## src/rtl/rqse_pkg.sv

```systemverilog
// Shared types, constants and controller/datapath interface of the record quicksort engine.
package rqse_pkg;

   localparam int MAX_RECORDS = 32;
   localparam int KEY_BITS    = 16;
   localparam int TAG_BITS    = 8;
   localparam int IDX_W       = $clog2(MAX_RECORDS);
   localparam int CNT_W       = $clog2(MAX_RECORDS + 1);
   localparam int SIDX_W      = CNT_W + 1;

   typedef logic [IDX_W-1:0]         idx_type;
   typedef logic [CNT_W-1:0]         cnt_type;
   typedef logic signed [SIDX_W-1:0] sidx_type;

   typedef struct packed {
      logic [KEY_BITS-1:0] sort_key;
      logic [TAG_BITS-1:0] record_tag;
      logic                is_final;
   } req_type;

   typedef struct packed {
      logic [KEY_BITS-1:0] out_key;
      logic [TAG_BITS-1:0] out_tag;
      logic                out_final;
      logic                overflowed;
   } rsp_type;

   typedef struct packed {
      logic [KEY_BITS-1:0] key;
      logic [TAG_BITS-1:0] tag;
   } rec_type;

   typedef struct packed {
      idx_type lo;
      idx_type hi;
   } range_type;

   typedef enum logic [2:0] {
      RA_K,
      RA_K_INC,
      RA_STK_HI,
      RA_I,
      RA_I_INC,
      RA_J,
      RA_J_DEC
   } rd_sel_type;

   typedef enum logic [3:0] {
      ST_LOAD,
      ST_INIT,
      ST_POP,
      ST_RANGE,
      ST_PIVOT,
      ST_SCAN_I,
      ST_SCAN_J,
      ST_SWAP_I,
      ST_SWAP_J,
      ST_NEXT,
      ST_PUSH_R,
      ST_PUSH_L,
      ST_OUT
   } state_type;

   typedef struct packed {
      logic       load;
      logic       init;
      logic       pop;
      logic       range_latch;
      logic       pivot_latch;
      logic       i_inc;
      logic       j_dec;
      logic       reci_latch;
      logic       recj_latch;
      logic       wr_i;
      logic       wr_j;
      logic       push_r;
      logic       push_l;
      logic       out_load;
      logic       out_done;
      rd_sel_type rd_sel;
   } cmd_type;

   typedef struct packed {
      logic sp_zero;
      logic range_ok;
      logic scan_i_go;
      logic scan_j_go;
      logic i_le_j;
      logic push_r_ok;
      logic push_l_ok;
      logic out_slot_free;
      logic out_last;
   } stat_type;

endpackage

```

## src/rtl/rqse_dp.sv

```systemverilog
// Datapath: record store, range stack, partition indices and result register.
module rqse_dp (
   input  logic              clock,
   input  logic              reset,
   input  rqse_pkg::req_type req_data,
   input  rqse_pkg::cmd_type cmd,
   input  logic              rsp_ready,
   output rqse_pkg::stat_type stat,
   output logic              rsp_valid,
   output rqse_pkg::rsp_type rsp_data
);

   rqse_pkg::rec_type   rec_mem [rqse_pkg::MAX_RECORDS];
   rqse_pkg::range_type stk_mem [rqse_pkg::MAX_RECORDS];

   rqse_pkg::rec_type   rd_ff;
   rqse_pkg::range_type stk_rd_ff;
   rqse_pkg::cnt_type   cnt_ff, cnt_in;
   rqse_pkg::cnt_type   sp_ff, sp_in;
   rqse_pkg::cnt_type   k_ff, k_in;
   logic                ovf_ff, ovf_in;
   logic                rsp_valid_ff, rsp_valid_in;
   rqse_pkg::rsp_type   rsp_ff, rsp_in;
   rqse_pkg::idx_type   lo_ff, lo_in, hi_ff, hi_in;
   rqse_pkg::sidx_type  i_ff, i_in, j_ff, j_in;
   logic [rqse_pkg::KEY_BITS-1:0] pivot_ff, pivot_in;
   rqse_pkg::rec_type   reci_ff, reci_in, recj_ff, recj_in;

   logic                mem_we;
   rqse_pkg::idx_type   mem_waddr, mem_raddr;
   rqse_pkg::rec_type   mem_wdata;
   logic                stk_we;
   rqse_pkg::idx_type   stk_waddr, stk_raddr;
   rqse_pkg::range_type stk_wdata;
   logic                full;
   logic                sp_room;
   rqse_pkg::sidx_type  lo_s, hi_s;
   rqse_pkg::sidx_type  i_p1, j_m1;
   rqse_pkg::cnt_type   k_p1;

   assign full    = (cnt_ff == rqse_pkg::CNT_W'(rqse_pkg::MAX_RECORDS));
   assign sp_room = (sp_ff < rqse_pkg::CNT_W'(rqse_pkg::MAX_RECORDS));
   assign lo_s    = $signed({{(rqse_pkg::SIDX_W - rqse_pkg::IDX_W){1'b0}}, lo_ff});
   assign hi_s    = $signed({{(rqse_pkg::SIDX_W - rqse_pkg::IDX_W){1'b0}}, hi_ff});
   assign i_p1    = i_ff + rqse_pkg::SIDX_W'(1);
   assign j_m1    = j_ff - rqse_pkg::SIDX_W'(1);
   assign k_p1    = k_ff + rqse_pkg::CNT_W'(1);

   // record store: one write port, one registered read port
   always_comb begin
      mem_we    = 1'b0;
      mem_waddr = cnt_ff[rqse_pkg::IDX_W-1:0];
      mem_wdata = '{key: req_data.sort_key, tag: req_data.record_tag};
      if (cmd.load && !full) begin
         mem_we = 1'b1;
      end else if (cmd.wr_i) begin
         mem_we    = 1'b1;
         mem_waddr = i_ff[rqse_pkg::IDX_W-1:0];
         mem_wdata = recj_ff;
      end else if (cmd.wr_j) begin
         mem_we    = 1'b1;
         mem_waddr = j_ff[rqse_pkg::IDX_W-1:0];
         mem_wdata = reci_ff;
      end
   end

   always_comb begin
      case (cmd.rd_sel)
         rqse_pkg::RA_K:      mem_raddr = k_ff[rqse_pkg::IDX_W-1:0];
         rqse_pkg::RA_K_INC:  mem_raddr = k_p1[rqse_pkg::IDX_W-1:0];
         rqse_pkg::RA_STK_HI: mem_raddr = stk_rd_ff.hi;
         rqse_pkg::RA_I:      mem_raddr = i_ff[rqse_pkg::IDX_W-1:0];
         rqse_pkg::RA_I_INC:  mem_raddr = i_p1[rqse_pkg::IDX_W-1:0];
         rqse_pkg::RA_J:      mem_raddr = j_ff[rqse_pkg::IDX_W-1:0];
         rqse_pkg::RA_J_DEC:  mem_raddr = j_m1[rqse_pkg::IDX_W-1:0];
         default:             mem_raddr = k_ff[rqse_pkg::IDX_W-1:0];
      endcase
   end

   always_ff @(posedge clock) begin
      if (mem_we) begin
         rec_mem[mem_waddr] <= mem_wdata;
      end
      rd_ff <= rec_mem[mem_raddr];
   end

   // range stack: push at sp, pop reads sp-1
   always_comb begin
      stk_we    = 1'b0;
      stk_waddr = sp_ff[rqse_pkg::IDX_W-1:0];
      stk_wdata = '{lo: i_ff[rqse_pkg::IDX_W-1:0], hi: hi_ff};
      if (cmd.init) begin
         stk_we    = (cnt_ff > rqse_pkg::CNT_W'(1));
         stk_waddr = '0;
         stk_wdata = '{lo: '0, hi: rqse_pkg::IDX_W'(cnt_ff - rqse_pkg::CNT_W'(1))};
      end else if (cmd.push_r) begin
         stk_we = sp_room;
      end else if (cmd.push_l) begin
         stk_we    = sp_room;
         stk_wdata = '{lo: lo_ff, hi: j_ff[rqse_pkg::IDX_W-1:0]};
      end
   end

   assign stk_raddr = rqse_pkg::IDX_W'(sp_ff - rqse_pkg::CNT_W'(1));

   always_ff @(posedge clock) begin
      if (stk_we) begin
         stk_mem[stk_waddr] <= stk_wdata;
      end
      stk_rd_ff <= stk_mem[stk_raddr];
   end

   // counters and flags
   always_comb begin
      cnt_in       = cnt_ff;
      ovf_in       = ovf_ff;
      sp_in        = sp_ff;
      k_in         = k_ff;
      rsp_valid_in = rsp_valid_ff;
      if (cmd.load) begin
         if (full) begin
            ovf_in = 1'b1;
         end else begin
            cnt_in = cnt_ff + rqse_pkg::CNT_W'(1);
         end
      end
      if (cmd.init) begin
         sp_in = (cnt_ff > rqse_pkg::CNT_W'(1)) ? rqse_pkg::CNT_W'(1) : '0;
      end else if (cmd.pop) begin
         sp_in = sp_ff - rqse_pkg::CNT_W'(1);
      end else if ((cmd.push_r || cmd.push_l) && sp_room) begin
         sp_in = sp_ff + rqse_pkg::CNT_W'(1);
      end
      if (rsp_ready) begin
         rsp_valid_in = 1'b0;
      end
      if (cmd.out_load) begin
         rsp_valid_in = 1'b1;
         k_in         = k_p1;
      end
      if (cmd.out_done) begin
         cnt_in = '0;
         ovf_in = 1'b0;
         sp_in  = '0;
         k_in   = '0;
      end
   end

   // partition registers and result payload
   always_comb begin
      lo_in    = lo_ff;
      hi_in    = hi_ff;
      i_in     = i_ff;
      j_in     = j_ff;
      pivot_in = pivot_ff;
      reci_in  = reci_ff;
      recj_in  = recj_ff;
      rsp_in   = rsp_ff;
      if (cmd.range_latch) begin
         lo_in = stk_rd_ff.lo;
         hi_in = stk_rd_ff.hi;
         i_in  = $signed({{(rqse_pkg::SIDX_W - rqse_pkg::IDX_W){1'b0}}, stk_rd_ff.lo});
         j_in  = $signed({{(rqse_pkg::SIDX_W - rqse_pkg::IDX_W){1'b0}}, stk_rd_ff.hi});
      end
      if (cmd.pivot_latch) begin
         pivot_in = rd_ff.key;
      end
      if (cmd.i_inc || cmd.wr_j) begin
         i_in = i_p1;
      end
      if (cmd.j_dec || cmd.wr_j) begin
         j_in = j_m1;
      end
      if (cmd.reci_latch) begin
         reci_in = rd_ff;
      end
      if (cmd.recj_latch) begin
         recj_in = rd_ff;
      end
      if (cmd.out_load) begin
         rsp_in = '{out_key: rd_ff.key, out_tag: rd_ff.tag,
                    out_final: stat.out_last, overflowed: ovf_ff};
      end
   end

   always_ff @(posedge clock) begin
      if (reset) begin
         cnt_ff       <= '0;
         ovf_ff       <= 1'b0;
         sp_ff        <= '0;
         k_ff         <= '0;
         rsp_valid_ff <= 1'b0;
      end else begin
         cnt_ff       <= cnt_in;
         ovf_ff       <= ovf_in;
         sp_ff        <= sp_in;
         k_ff         <= k_in;
         rsp_valid_ff <= rsp_valid_in;
      end
   end

   always_ff @(posedge clock) begin
      lo_ff    <= lo_in;
      hi_ff    <= hi_in;
      i_ff     <= i_in;
      j_ff     <= j_in;
      pivot_ff <= pivot_in;
      reci_ff  <= reci_in;
      recj_ff  <= recj_in;
      rsp_ff   <= rsp_in;
   end

   assign stat.sp_zero       = (sp_ff == '0);
   assign stat.range_ok      = (stk_rd_ff.lo < stk_rd_ff.hi);
   assign stat.scan_i_go     = (rd_ff.key < pivot_ff) && (i_ff < hi_s);
   assign stat.scan_j_go     = (rd_ff.key > pivot_ff) && (j_ff > lo_s);
   assign stat.i_le_j        = (i_ff <= j_ff);
   assign stat.push_r_ok     = (i_ff < hi_s);
   assign stat.push_l_ok     = (j_ff > lo_s);
   assign stat.out_slot_free = !rsp_valid_ff || rsp_ready;
   assign stat.out_last      = (k_ff == cnt_ff - rqse_pkg::CNT_W'(1));

   assign rsp_valid = rsp_valid_ff;
   assign rsp_data  = rsp_ff;

   a_ovf_only_when_full: assert property (@(posedge clock) disable iff (reset)
      ovf_ff |-> full)
      else $error("overflow flag set with room in the store");

   a_no_overwrite_result: assert property (@(posedge clock) disable iff (reset)
      cmd.out_load |-> (!rsp_valid_ff || rsp_ready))
      else $error("result register reloaded while still held");

   a_stack_bound: assert property (@(posedge clock) disable iff (reset)
      cmd.pop |-> (sp_ff != '0))
      else $error("pop from empty range stack");

   a_swap_in_range: assert property (@(posedge clock) disable iff (reset)
      cmd.wr_i |-> (i_ff >= lo_s) && (j_ff <= hi_s) && (i_ff <= j_ff))
      else $error("swap outside the active range");

endmodule

```

## src/rtl/rqse_ctrl.sv

```systemverilog
// Controller: sequences load, partition passes of the sort and result output.
module rqse_ctrl (
   input  logic               clock,
   input  logic               reset,
   input  logic               req_valid,
   input  logic               req_final,
   input  rqse_pkg::stat_type stat,
   output logic               req_ready,
   output rqse_pkg::cmd_type  cmd
);

   rqse_pkg::state_type state_ff, state_in;

   always_ff @(posedge clock) begin
      if (reset) begin
         state_ff <= rqse_pkg::ST_LOAD;
      end else begin
         state_ff <= state_in;
      end
   end

   always_comb begin
      state_in   = state_ff;
      req_ready  = 1'b0;
      cmd        = '0;
      cmd.rd_sel = rqse_pkg::RA_K;
      case (state_ff)
         rqse_pkg::ST_LOAD: begin
            req_ready = 1'b1;
            if (req_valid) begin
               cmd.load = 1'b1;
               if (req_final) begin
                  state_in = rqse_pkg::ST_INIT;
               end
            end
         end
         rqse_pkg::ST_INIT: begin
            cmd.init = 1'b1;
            state_in = rqse_pkg::ST_POP;
         end
         rqse_pkg::ST_POP: begin
            if (stat.sp_zero) begin
               state_in = rqse_pkg::ST_OUT;
            end else begin
               cmd.pop  = 1'b1;
               state_in = rqse_pkg::ST_RANGE;
            end
         end
         rqse_pkg::ST_RANGE: begin
            if (stat.range_ok) begin
               cmd.range_latch = 1'b1;
               cmd.rd_sel      = rqse_pkg::RA_STK_HI;
               state_in        = rqse_pkg::ST_PIVOT;
            end else begin
               state_in = rqse_pkg::ST_POP;
            end
         end
         rqse_pkg::ST_PIVOT: begin
            cmd.pivot_latch = 1'b1;
            cmd.rd_sel      = rqse_pkg::RA_I;
            state_in        = rqse_pkg::ST_SCAN_I;
         end
         rqse_pkg::ST_SCAN_I: begin
            if (stat.scan_i_go) begin
               cmd.i_inc  = 1'b1;
               cmd.rd_sel = rqse_pkg::RA_I_INC;
            end else begin
               cmd.reci_latch = 1'b1;
               cmd.rd_sel     = rqse_pkg::RA_J;
               state_in       = rqse_pkg::ST_SCAN_J;
            end
         end
         rqse_pkg::ST_SCAN_J: begin
            if (stat.scan_j_go) begin
               cmd.j_dec  = 1'b1;
               cmd.rd_sel = rqse_pkg::RA_J_DEC;
            end else begin
               cmd.recj_latch = 1'b1;
               state_in = stat.i_le_j ? rqse_pkg::ST_SWAP_I : rqse_pkg::ST_PUSH_R;
            end
         end
         rqse_pkg::ST_SWAP_I: begin
            cmd.wr_i = 1'b1;
            state_in = rqse_pkg::ST_SWAP_J;
         end
         rqse_pkg::ST_SWAP_J: begin
            cmd.wr_j = 1'b1;
            state_in = rqse_pkg::ST_NEXT;
         end
         rqse_pkg::ST_NEXT: begin
            if (stat.i_le_j) begin
               cmd.rd_sel = rqse_pkg::RA_I;
               state_in   = rqse_pkg::ST_SCAN_I;
            end else begin
               state_in = rqse_pkg::ST_PUSH_R;
            end
         end
         rqse_pkg::ST_PUSH_R: begin
            cmd.push_r = stat.push_r_ok;
            state_in   = rqse_pkg::ST_PUSH_L;
         end
         rqse_pkg::ST_PUSH_L: begin
            cmd.push_l = stat.push_l_ok;
            state_in   = rqse_pkg::ST_POP;
         end
         rqse_pkg::ST_OUT: begin
            if (stat.out_slot_free) begin
               cmd.out_load = 1'b1;
               if (stat.out_last) begin
                  cmd.out_done = 1'b1;
                  state_in     = rqse_pkg::ST_LOAD;
               end else begin
                  cmd.rd_sel = rqse_pkg::RA_K_INC;
               end
            end
         end
         default: begin
            state_in = rqse_pkg::ST_LOAD;
         end
      endcase
   end

endmodule

```

## src/rtl/record_quicksort_engine_unit.sv

```systemverilog
// Top level of the record quicksort engine: controller plus datapath.
// Load: one record word per cycle; a word marked final starts the sort of the batch.
// Sort: an init step seeds the range stack; a partition pass pops a range, checks it,
//   reads the pivot, scans from both ends with swaps, then runs the two push steps.
// Output: after the last pass, one word per cycle while the consumer takes them, read
//   through the single registered read port of the record store.
// Reset (synchronous) empties the batch and the stack; stored records stay undefined.
module record_quicksort_engine_unit (
   input  logic              clock,
   input  logic              reset,
   input  logic              req_valid,
   output logic              req_ready,
   input  rqse_pkg::req_type req_data,
   output logic              rsp_valid,
   input  logic              rsp_ready,
   output rqse_pkg::rsp_type rsp_data
);

   // command and status bundles between controller and datapath
   rqse_pkg::cmd_type  cmd;
   rqse_pkg::stat_type stat;

   // Controller: accepts words only while loading; walks the partition steps
   // (pop range, read pivot, scan left, scan right, swap, push subranges) and
   // drains the sorted store into the result register.
   rqse_ctrl u_ctrl (
      .clock     (clock),
      .reset     (reset),
      .req_valid (req_valid),
      .req_final (req_data.is_final),
      .stat      (stat),
      .req_ready (req_ready),
      .cmd       (cmd)
   );

   // Datapath: record store and range stack memories, index registers,
   // and the result register, which holds a word until the consumer takes it
   // while the controller is already free to load the next batch.
   rqse_dp u_dp (
      .clock     (clock),
      .reset     (reset),
      .req_data  (req_data),
      .cmd       (cmd),
      .rsp_ready (rsp_ready),
      .stat      (stat),
      .rsp_valid (rsp_valid),
      .rsp_data  (rsp_data)
   );

endmodule

```

## config.mk

```make
export PLATFORM = sky130hd
export DESIGN_NAME = record_quicksort_engine_unit
export DESIGN_NICKNAME = d
export VERILOG_FILES = /design/src/rtl/rqse_pkg.sv /design/src/rtl/rqse_dp.sv /design/src/rtl/rqse_ctrl.sv /design/src/rtl/record_quicksort_engine_unit.sv
export SDC_FILE = /design/constraint.sdc
export NUM_CORES = 2
export LEC_CHECK = 0
export ABC_CLOCK_PERIOD_IN_PS = 8210
export BUFFER_PORTS_ARGS = -buffer_cell sky130_fd_sc_hd__buf_2
export CORE_ASPECT_RATIO = 1.1
export CORE_UTILIZATION = 65
export CTS_CLUSTER_SIZE = 24
export DETAILED_ROUTE_END_ITERATION = 12
export GPL_ROUTABILITY_DRIVEN = 0
export MAX_ROUTING_LAYER = met4
export PLACE_DENSITY_LB_ADDON = 0.3
export SYNTH_ARGS = -nofsm -noshare
export SYNTH_HDL_FRONTEND = slang
export SYNTH_SLANG_ARGS = --single-unit
```

## constraint.sdc

```tcl
create_clock -name clock -period 8.21 [get_ports clock]
set_clock_uncertainty 0.2 [all_clocks]
set_input_delay 0.821 -clock clock [delete_from_list [all_inputs] [get_ports clock]]
set_output_delay 0.821 -clock clock [all_outputs]
set_load 0.01 [all_outputs]
```

---- Word-level counts from Yosys, hierarchy flattened ----
Memory sizes are Yosys's and may differ from the RTL's. A register that Yosys moved wholly into a read port is not among the register bits.
Cells that the tools add are included.
word-level totals
  register bits after elaboration ......... 138
  RAM bits ................................ 1088
  output and inout bits ................... 28
  memories ................................ 2
cells by class
  add/subtract/negate cells ............... 7
  order comparisons ....................... 8
  equal/unequal tests ..................... 26
  mux-type cells .......................... 72
  bitwise operators ....................... 1
  reductions and logical operators ........ 21
memory list
  memory        depth  width  read ports  clocked after Yosys merged registers in  write ports  line           text
  u_dp.rec_mem  32     24     1           1                                        1            rqse_dp.sv:13  rqse_pkg::rec_type rec_mem [rqse_pkg::MAX_RECORDS];
  u_dp.stk_mem  32     10     1           1                                        1            rqse_dp.sv:14  rqse_pkg::range_type stk_mem [rqse_pkg::MAX_RECORDS];
operators with widths
  kind                                                  number
  2-to-1 mux 24 bit                                     3
  one-hot mux 4 bit (12 select lines)                   1
  2-to-1 mux 1 bit                                      37
  2-to-1 mux 4 bit                                      9
  2-to-1 mux 10 bit                                     3
  one-hot mux 5 bit (6 select lines)                    1
  2-to-1 mux 7 bit                                      4
  2-to-1 mux 5 bit                                      5
  equality test 4 bit (second input constant)           5
  adder 6 x 1 -> 6 bit (second input constant)          3
  2-to-1 mux 6 bit                                      3
  one-hot mux 3 bit (6 select lines)                    1
  equality test 4 x 3 -> 1 bit (second input constant)  4
  greater-than comparator 16 bit                        1
  < comparator 16 bit                                   1
  inequality test 2 bit (second input constant)         6
  subtractor 6 x 1 -> 6 bit (second input constant)     2
  equality test 3 bit (second input constant)           3
  equality test 4 x 2 -> 1 bit (second input constant)  2
  adder 7 x 2 -> 7 bit (second input constant)          1
  greater-than comparator 7 x 6 -> 1 bit                1
  <= comparator 7 bit                                   1
  < comparator 7 x 6 -> 1 bit                           1
  subtractor 7 x 2 -> 7 bit (second input constant)     1
  21 further kinds                                      36

---- Depth between registers and ports, before layout ----
  word-level depth ........................ 7
  depth in mapped cells ................... 18
  mapped depth without buffers ............ 13

---- Hierarchy ----
Synthesis repeated with hierarchy kept, for this count alone.
second synthesis, totals
  cell total of the unflattened synthesis .. 2783
  area, all modules ....................... 50477.2 µm²
by module, submodules not included
  module     times used  cells each  area each (µm²)  seq. area each (µm²)
  rqse_dp    1           2697        49884.1          37175.7
  rqse_ctrl  1           86          593.1            80.1

---- Worst setup path before layout ----
OpenSTA, ideal clock, no wires.
  path type ............................... input-to-reg
  from .................................... input rsp_ready
  to ...................................... register, netlist name u_dp.rd_ff[0]
  library setup time ...................... 0.121 ns
  arrival time ............................ 4.103 ns
  setup slack ............................. 3.786 ns
  stages on the path ...................... 13
  buffers on the path ..................... 3
  path through ............................ nand2b_1 > nand2_1 > clkinv_1 > o31a_1 > a211oi_1 > and2_1 > buf_4 > o31a_1 > buf_6 > buf_2 > mux4_2 > o221ai_1 > nor3_1
between the ends
  word-level cells in the longest chain between the ends .. 5
  elaborated cells between the ends (all ways) .. 10
  classes of those cells .................. eq/ne: 6; mux: 3; reduce/logical: 1
ends and longest elaborated chain
  item                                               line                                text
  from (decl)                                        record_quicksort_engine_unit.sv:15  input logic rsp_ready,
  logical OR 1 bit (*)                               rqse_dp.sv:220                      assign stat.out_slot_free = !rsp_valid_ff || rsp_ready;
  2-to-1 mux 5 bit (*)                               rqse_ctrl.sv:107                    if (stat.out_slot_free) begin
  one-hot mux 3 bit (6 select lines) (*)             rqse_ctrl.sv:27                     case (state_ff)
  equality test 3 bit, or another cell as far along  rqse_dp.sv:68                       case (cmd.rd_sel)
  one-hot mux 5 bit (6 select lines) (*)             rqse_dp.sv:68
Every way passes the cells marked *; elsewhere a longest branch is shown, timed or not.
A chain may end at the register's enable or synchronous reset.

---- Worst setup path after layout ----
  from .................................... register u_dp.j_ff[0]
  to ...................................... register, netlist name u_dp.rd_ff[16]
between the ends
  word-level cells in the longest chain between the ends .. 6
  elaborated cells between the ends (all ways) .. 14
  classes of those cells .................. add/sub: 1; order compare: 2; eq/ne: 6; mux: 4; reduce/logical: 1
ends and longest elaborated chain
  item                                               line             text
  from (decl)                                        rqse_dp.sv:25    rqse_pkg::sidx_type i_ff, i_in, j_ff, j_in;
  from (signal assigned)                             rqse_dp.sv:206   j_ff <= j_in;
  greater-than comparator 7 x 6 -> 1 bit             rqse_dp.sv:216   assign stat.scan_j_go = (rd_ff.key > pivot_ff) && (j_ff > lo_s);
  logical AND 1 bit                                  rqse_dp.sv:216
  2-to-1 mux 3 bit                                   rqse_ctrl.sv:74  if (stat.scan_j_go) begin
  one-hot mux 3 bit (6 select lines)                 rqse_ctrl.sv:27
  equality test 3 bit, or another cell as far along  rqse_dp.sv:68
  one-hot mux 5 bit (6 select lines) (*)             rqse_dp.sv:68
Marked as above.

==> flow_summary.toml <==
[synthesis]
synth_compound_area_share_pct = 4.76
synth_nets = 2882
synth_xor_area_share_pct = 0.630
syn_avg_cell_area_sq_um = 17.8
synthSimpleGateAreaFrac_pct = 4.97
synth_warnings = 0
syn_area_sq_um = 50100
yosys_register_bits = 1260
synth_top_family_by_area = "multiplexers"
synth-main-ff-cell = "edfxtp_1"
synth-adder-area-share_pct = 1.10
async_reset_ff_share_pct = 0
synth_seq_area_share_pct = 74.4
synthDistinctLibCells = 68
synth_mux_area_share_pct = 12.4
syn_inst = 2809
synth_edf_count = 1202

[timing]
fin_crit_ns = 5.72
finalSetupViolations = 0
hold_violations = 0
slew_violations = 0
fin_tns_setup_ns = 0
fin_crit_sh_pct = 69.7
clock.fmax_mhz = 175
relSlewSlack_pct = 15.4
rsz0062_at_grt = "no"
setup_ws_ns = 2.49
tightest_slew_ns = 1.26

[worst_setup_path]
critical-path-slowest-cell = "a211o_4"
arrival_ns = 6.10
crit_path_cell_trace = "inv_1, ha_1, and4_1, a31oi_1, o21ai_0, a311oi_4, nand2_1, o211ai_1, a211o_4, buf_12, mux4_2, o22ai_1, a211o_1, nor3_1"
critPathMaxStageDelay_ns = 0.89
crit_fanout = 78
cp-end-kind = "flip-flop"
crit_required_ns = 8.59
path_buf_inv = 2
crit_type = "flip-flop to flip-flop"
crit_family = "compound AO/OA/AOI/OAI gates"
cp-start-kind = "flip-flop"

[outcome]
outcome = "finished clean"

[drt]
dr_total_vias = 27100
routed_wire_length_per_instance_microns = 29.2
routed_wl_mm = 118
via_per_inst = 6.71
drt_first_pass_iters = 6
drc = 0
antenna_left = 0
drt_iter0_markers = 3279

[clocking]
worstSkewPairLatency_ns = 0.70
clk_pin_slew_worst_paths_ns = 0.06
cts_root_buffer = "clkbuf_16"
ctsHoldBuffers = 0
cts_buffers = 115
cts_setup_buffers = 0
cts.repair.resized = 0
htreeDepth = 3
cts_buffer_depth = 3
cts_tree = "done"
clkSinkCount = 1260

[final_layout]
utilization_pct = 73.4
nFillCells = 4246
final-instance-count-excl-fill = 4047
drive_gt1_share_pct = 22.0
syn2layout_area_growth_pct = 11.6
final_cell_area_sq_um = 55900
register_area_sq_um = 37300
nets = 2991
multi_input_area_sq_um = 12400

[power]
p_per_area_nw_per_um2 = 295
power_frac_clock_pct = 32.3
pwr-share-comb_pct = 20.0
p_switching_mw = 4.59
leakage_nw = 18.6
p_seq_share_pct = 47.7
ir_worst_vdd_mv = 0.276
swShare_pct = 27.8
internal-power_mw = 11.9

[flow_run]
cap_violations = 0

[floorplan]
die_w_microns = 267
io_pins = 57
die_y_microns = 293
row_count = 106
start_util_pct = 65.8
dieArea_sq_um = 78100
fp.coreArea_sq_um = 76100

[global_route]
grt_pass1_wl_mm = 174
grt_max_degree = 145
grt_use_total_pct = 31.6
grt_pass1_vias = 27500
antenna_found_initial = 5
gr-total-overflow = 0

[placed_design]
dp_hpwl_mm = 67.3
io_buffers = 56
post-place-ws_ns = 2.70
dpl_cell_area_sq_um = 52000
place_inst = 3827

[min_path]
hp-class = "input port to flip-flop"
layout make-up:
class	count	area share, %
flip-flops and latches	1260	66.7
repair buffers	139	1.68
well taps	1026	2.30
clock inverters	58	1.14
clock buffers	157	5.65
multi-input cells	1348	22.2
diodes	5	0.0224
inverters	54	0.363
worst paths after layout:
check,startpoint,endpoint,slack [ns],depth (start not counted)
min,reset,u_dp.rsp_valid$_SDFFE_PP0P_,0.17,2
max,u_dp.j_ff[0]$_DFFE_PP_,u_dp.rd_ff[16]$_DFF_P_,2.49,14
max reg2reg,u_dp.j_ff[0]$_DFFE_PP_,u_dp.rd_ff[16]$_DFF_P_,2.49,14
min reg2reg,u_dp.ovf_ff$_SDFFE_PP0P_,u_dp.rsp_data[0]$_DFFE_PP_,0.25,0
layout by cell type (no fill, tap or decap), drive strengths merged, types with 53 or more instances in the layout:
cell type / Yosys / final
edfxtp: 1202 / 1202
nand2: 204 / 204
inv: 53 / 59
mux2i: 111 / 111
buf: 67 / 139
a21oi: 93 / 93
mux4: 195 / 195
nor2: 162 / 162
a22oi: 53 / 53
dfxtp: 58 / 58
mux2: 61 / 61
clkbuf: 80 / 157
Yosys cell counts, drive strengths merged (6+ instances only):
cell type	n	area, sq um
edfxtp	1202	36100
nand2	204	766
mux4	195	4390
nor2	162	608
mux2i	111	1110
a21oi	93	465
clkbuf	80	300
buf	67	385
mux2	61	687
dfxtp	58	1160
a22oi	53	398
inv	53	199
o22ai	50	313
ha	44	551
nor3	36	180
o21ai	34	178
and3	29	181
a31oi	27	169
nand3b	26	195
a211o	25	219
nand3	24	120
o221ai	23	201
xnor2	19	166
xor2	17	149
nand2b	14	87.6
nand4	9	56.3
nor2b	8	50.1
o211ai	8	60.1
or2	7	43.8
a211oi	6	50.1
a21o	6	45.0
or3	6	37.5
state kept, by name, indices dropped and copies added (netlist names):
name and cells:
u_dp.rec_mem 768, u_dp.stk_mem 320, u_dp.rsp_data 26, u_dp.rd_ff 24, u_dp.reci_ff 24, u_dp.recj_ff 24
u_dp.pivot_ff 16, u_dp.stk_rd_ff 10, u_dp.i_ff 7, u_dp.j_ff 7, u_dp.cnt_ff 6, u_dp.k_ff 6
u_dp.sp_ff 6, u_dp.hi_ff 5, u_dp.lo_ff 5, u_ctrl.state_ff 4, u_dp.ovf_ff 1, u_dp.rsp_valid 1
layer usage:
metal / global-route usage (%) / wire [microns]
met3: 4.67 / 10200
met5: - / 0
met2: 51.9 / 60500
met1: 40.2 / 43300
met4: 12.4 / 4110
worst reg2reg max path, cell delays in order, from the launching register on:
cell	delay, ns
edfxtp_1	0.44
inv_1	0.20
ha_1	0.26
and4_1	0.20
a31oi_1	0.15
o21ai_0	0.38
a311oi_4	0.63
nand2_1	0.29
o211ai_1	0.46
a211o_4	0.89
buf_12	0.48
mux4_2	0.34
o22ai_1	0.08
a211o_1	0.32
nor3_1	0.27
per-stage QoR:
| step | power (mW) | hold WS [ns] |
|---|---|---|
| after floorplan | 10.1 | 0.209 |
| after global placement | 11.1 | 0.222 |
| after detailed placement | 11.2 | 0.232 |
| after CTS | 16.5 | 0.130 |
| after global routing | 17.0 | 0.156 |
| final | 16.5 | 0.165 |
cells by family after synthesis:
group                    Yosys count
AO/OA/AOI/OAI                    355
XOR/XNOR                          36
flip-flops                      1260
adder cells (fa/ha/maj)           44
buffers and inverters            201
AND/OR/NAND/NOR                  546
multiplexers                     367
power groups by stage:
| stage | Combinational [mW] | Clock, mW | Sequential [mW] |
|---|---|---|---|
| floorplan | 2.24 | 0 | 7.87 |
| CTS | 3.28 | 5.36 | 7.86 |
| global placement | 3.08 | 0 | 7.97 |
| global route | 3.50 | 5.60 | 7.88 |
| detailed placement | 3.21 | 0 | 7.99 |
| finish | 3.31 | 5.32 | 7.87 |
No activity file was read; power rests on OpenSTA's default activity.
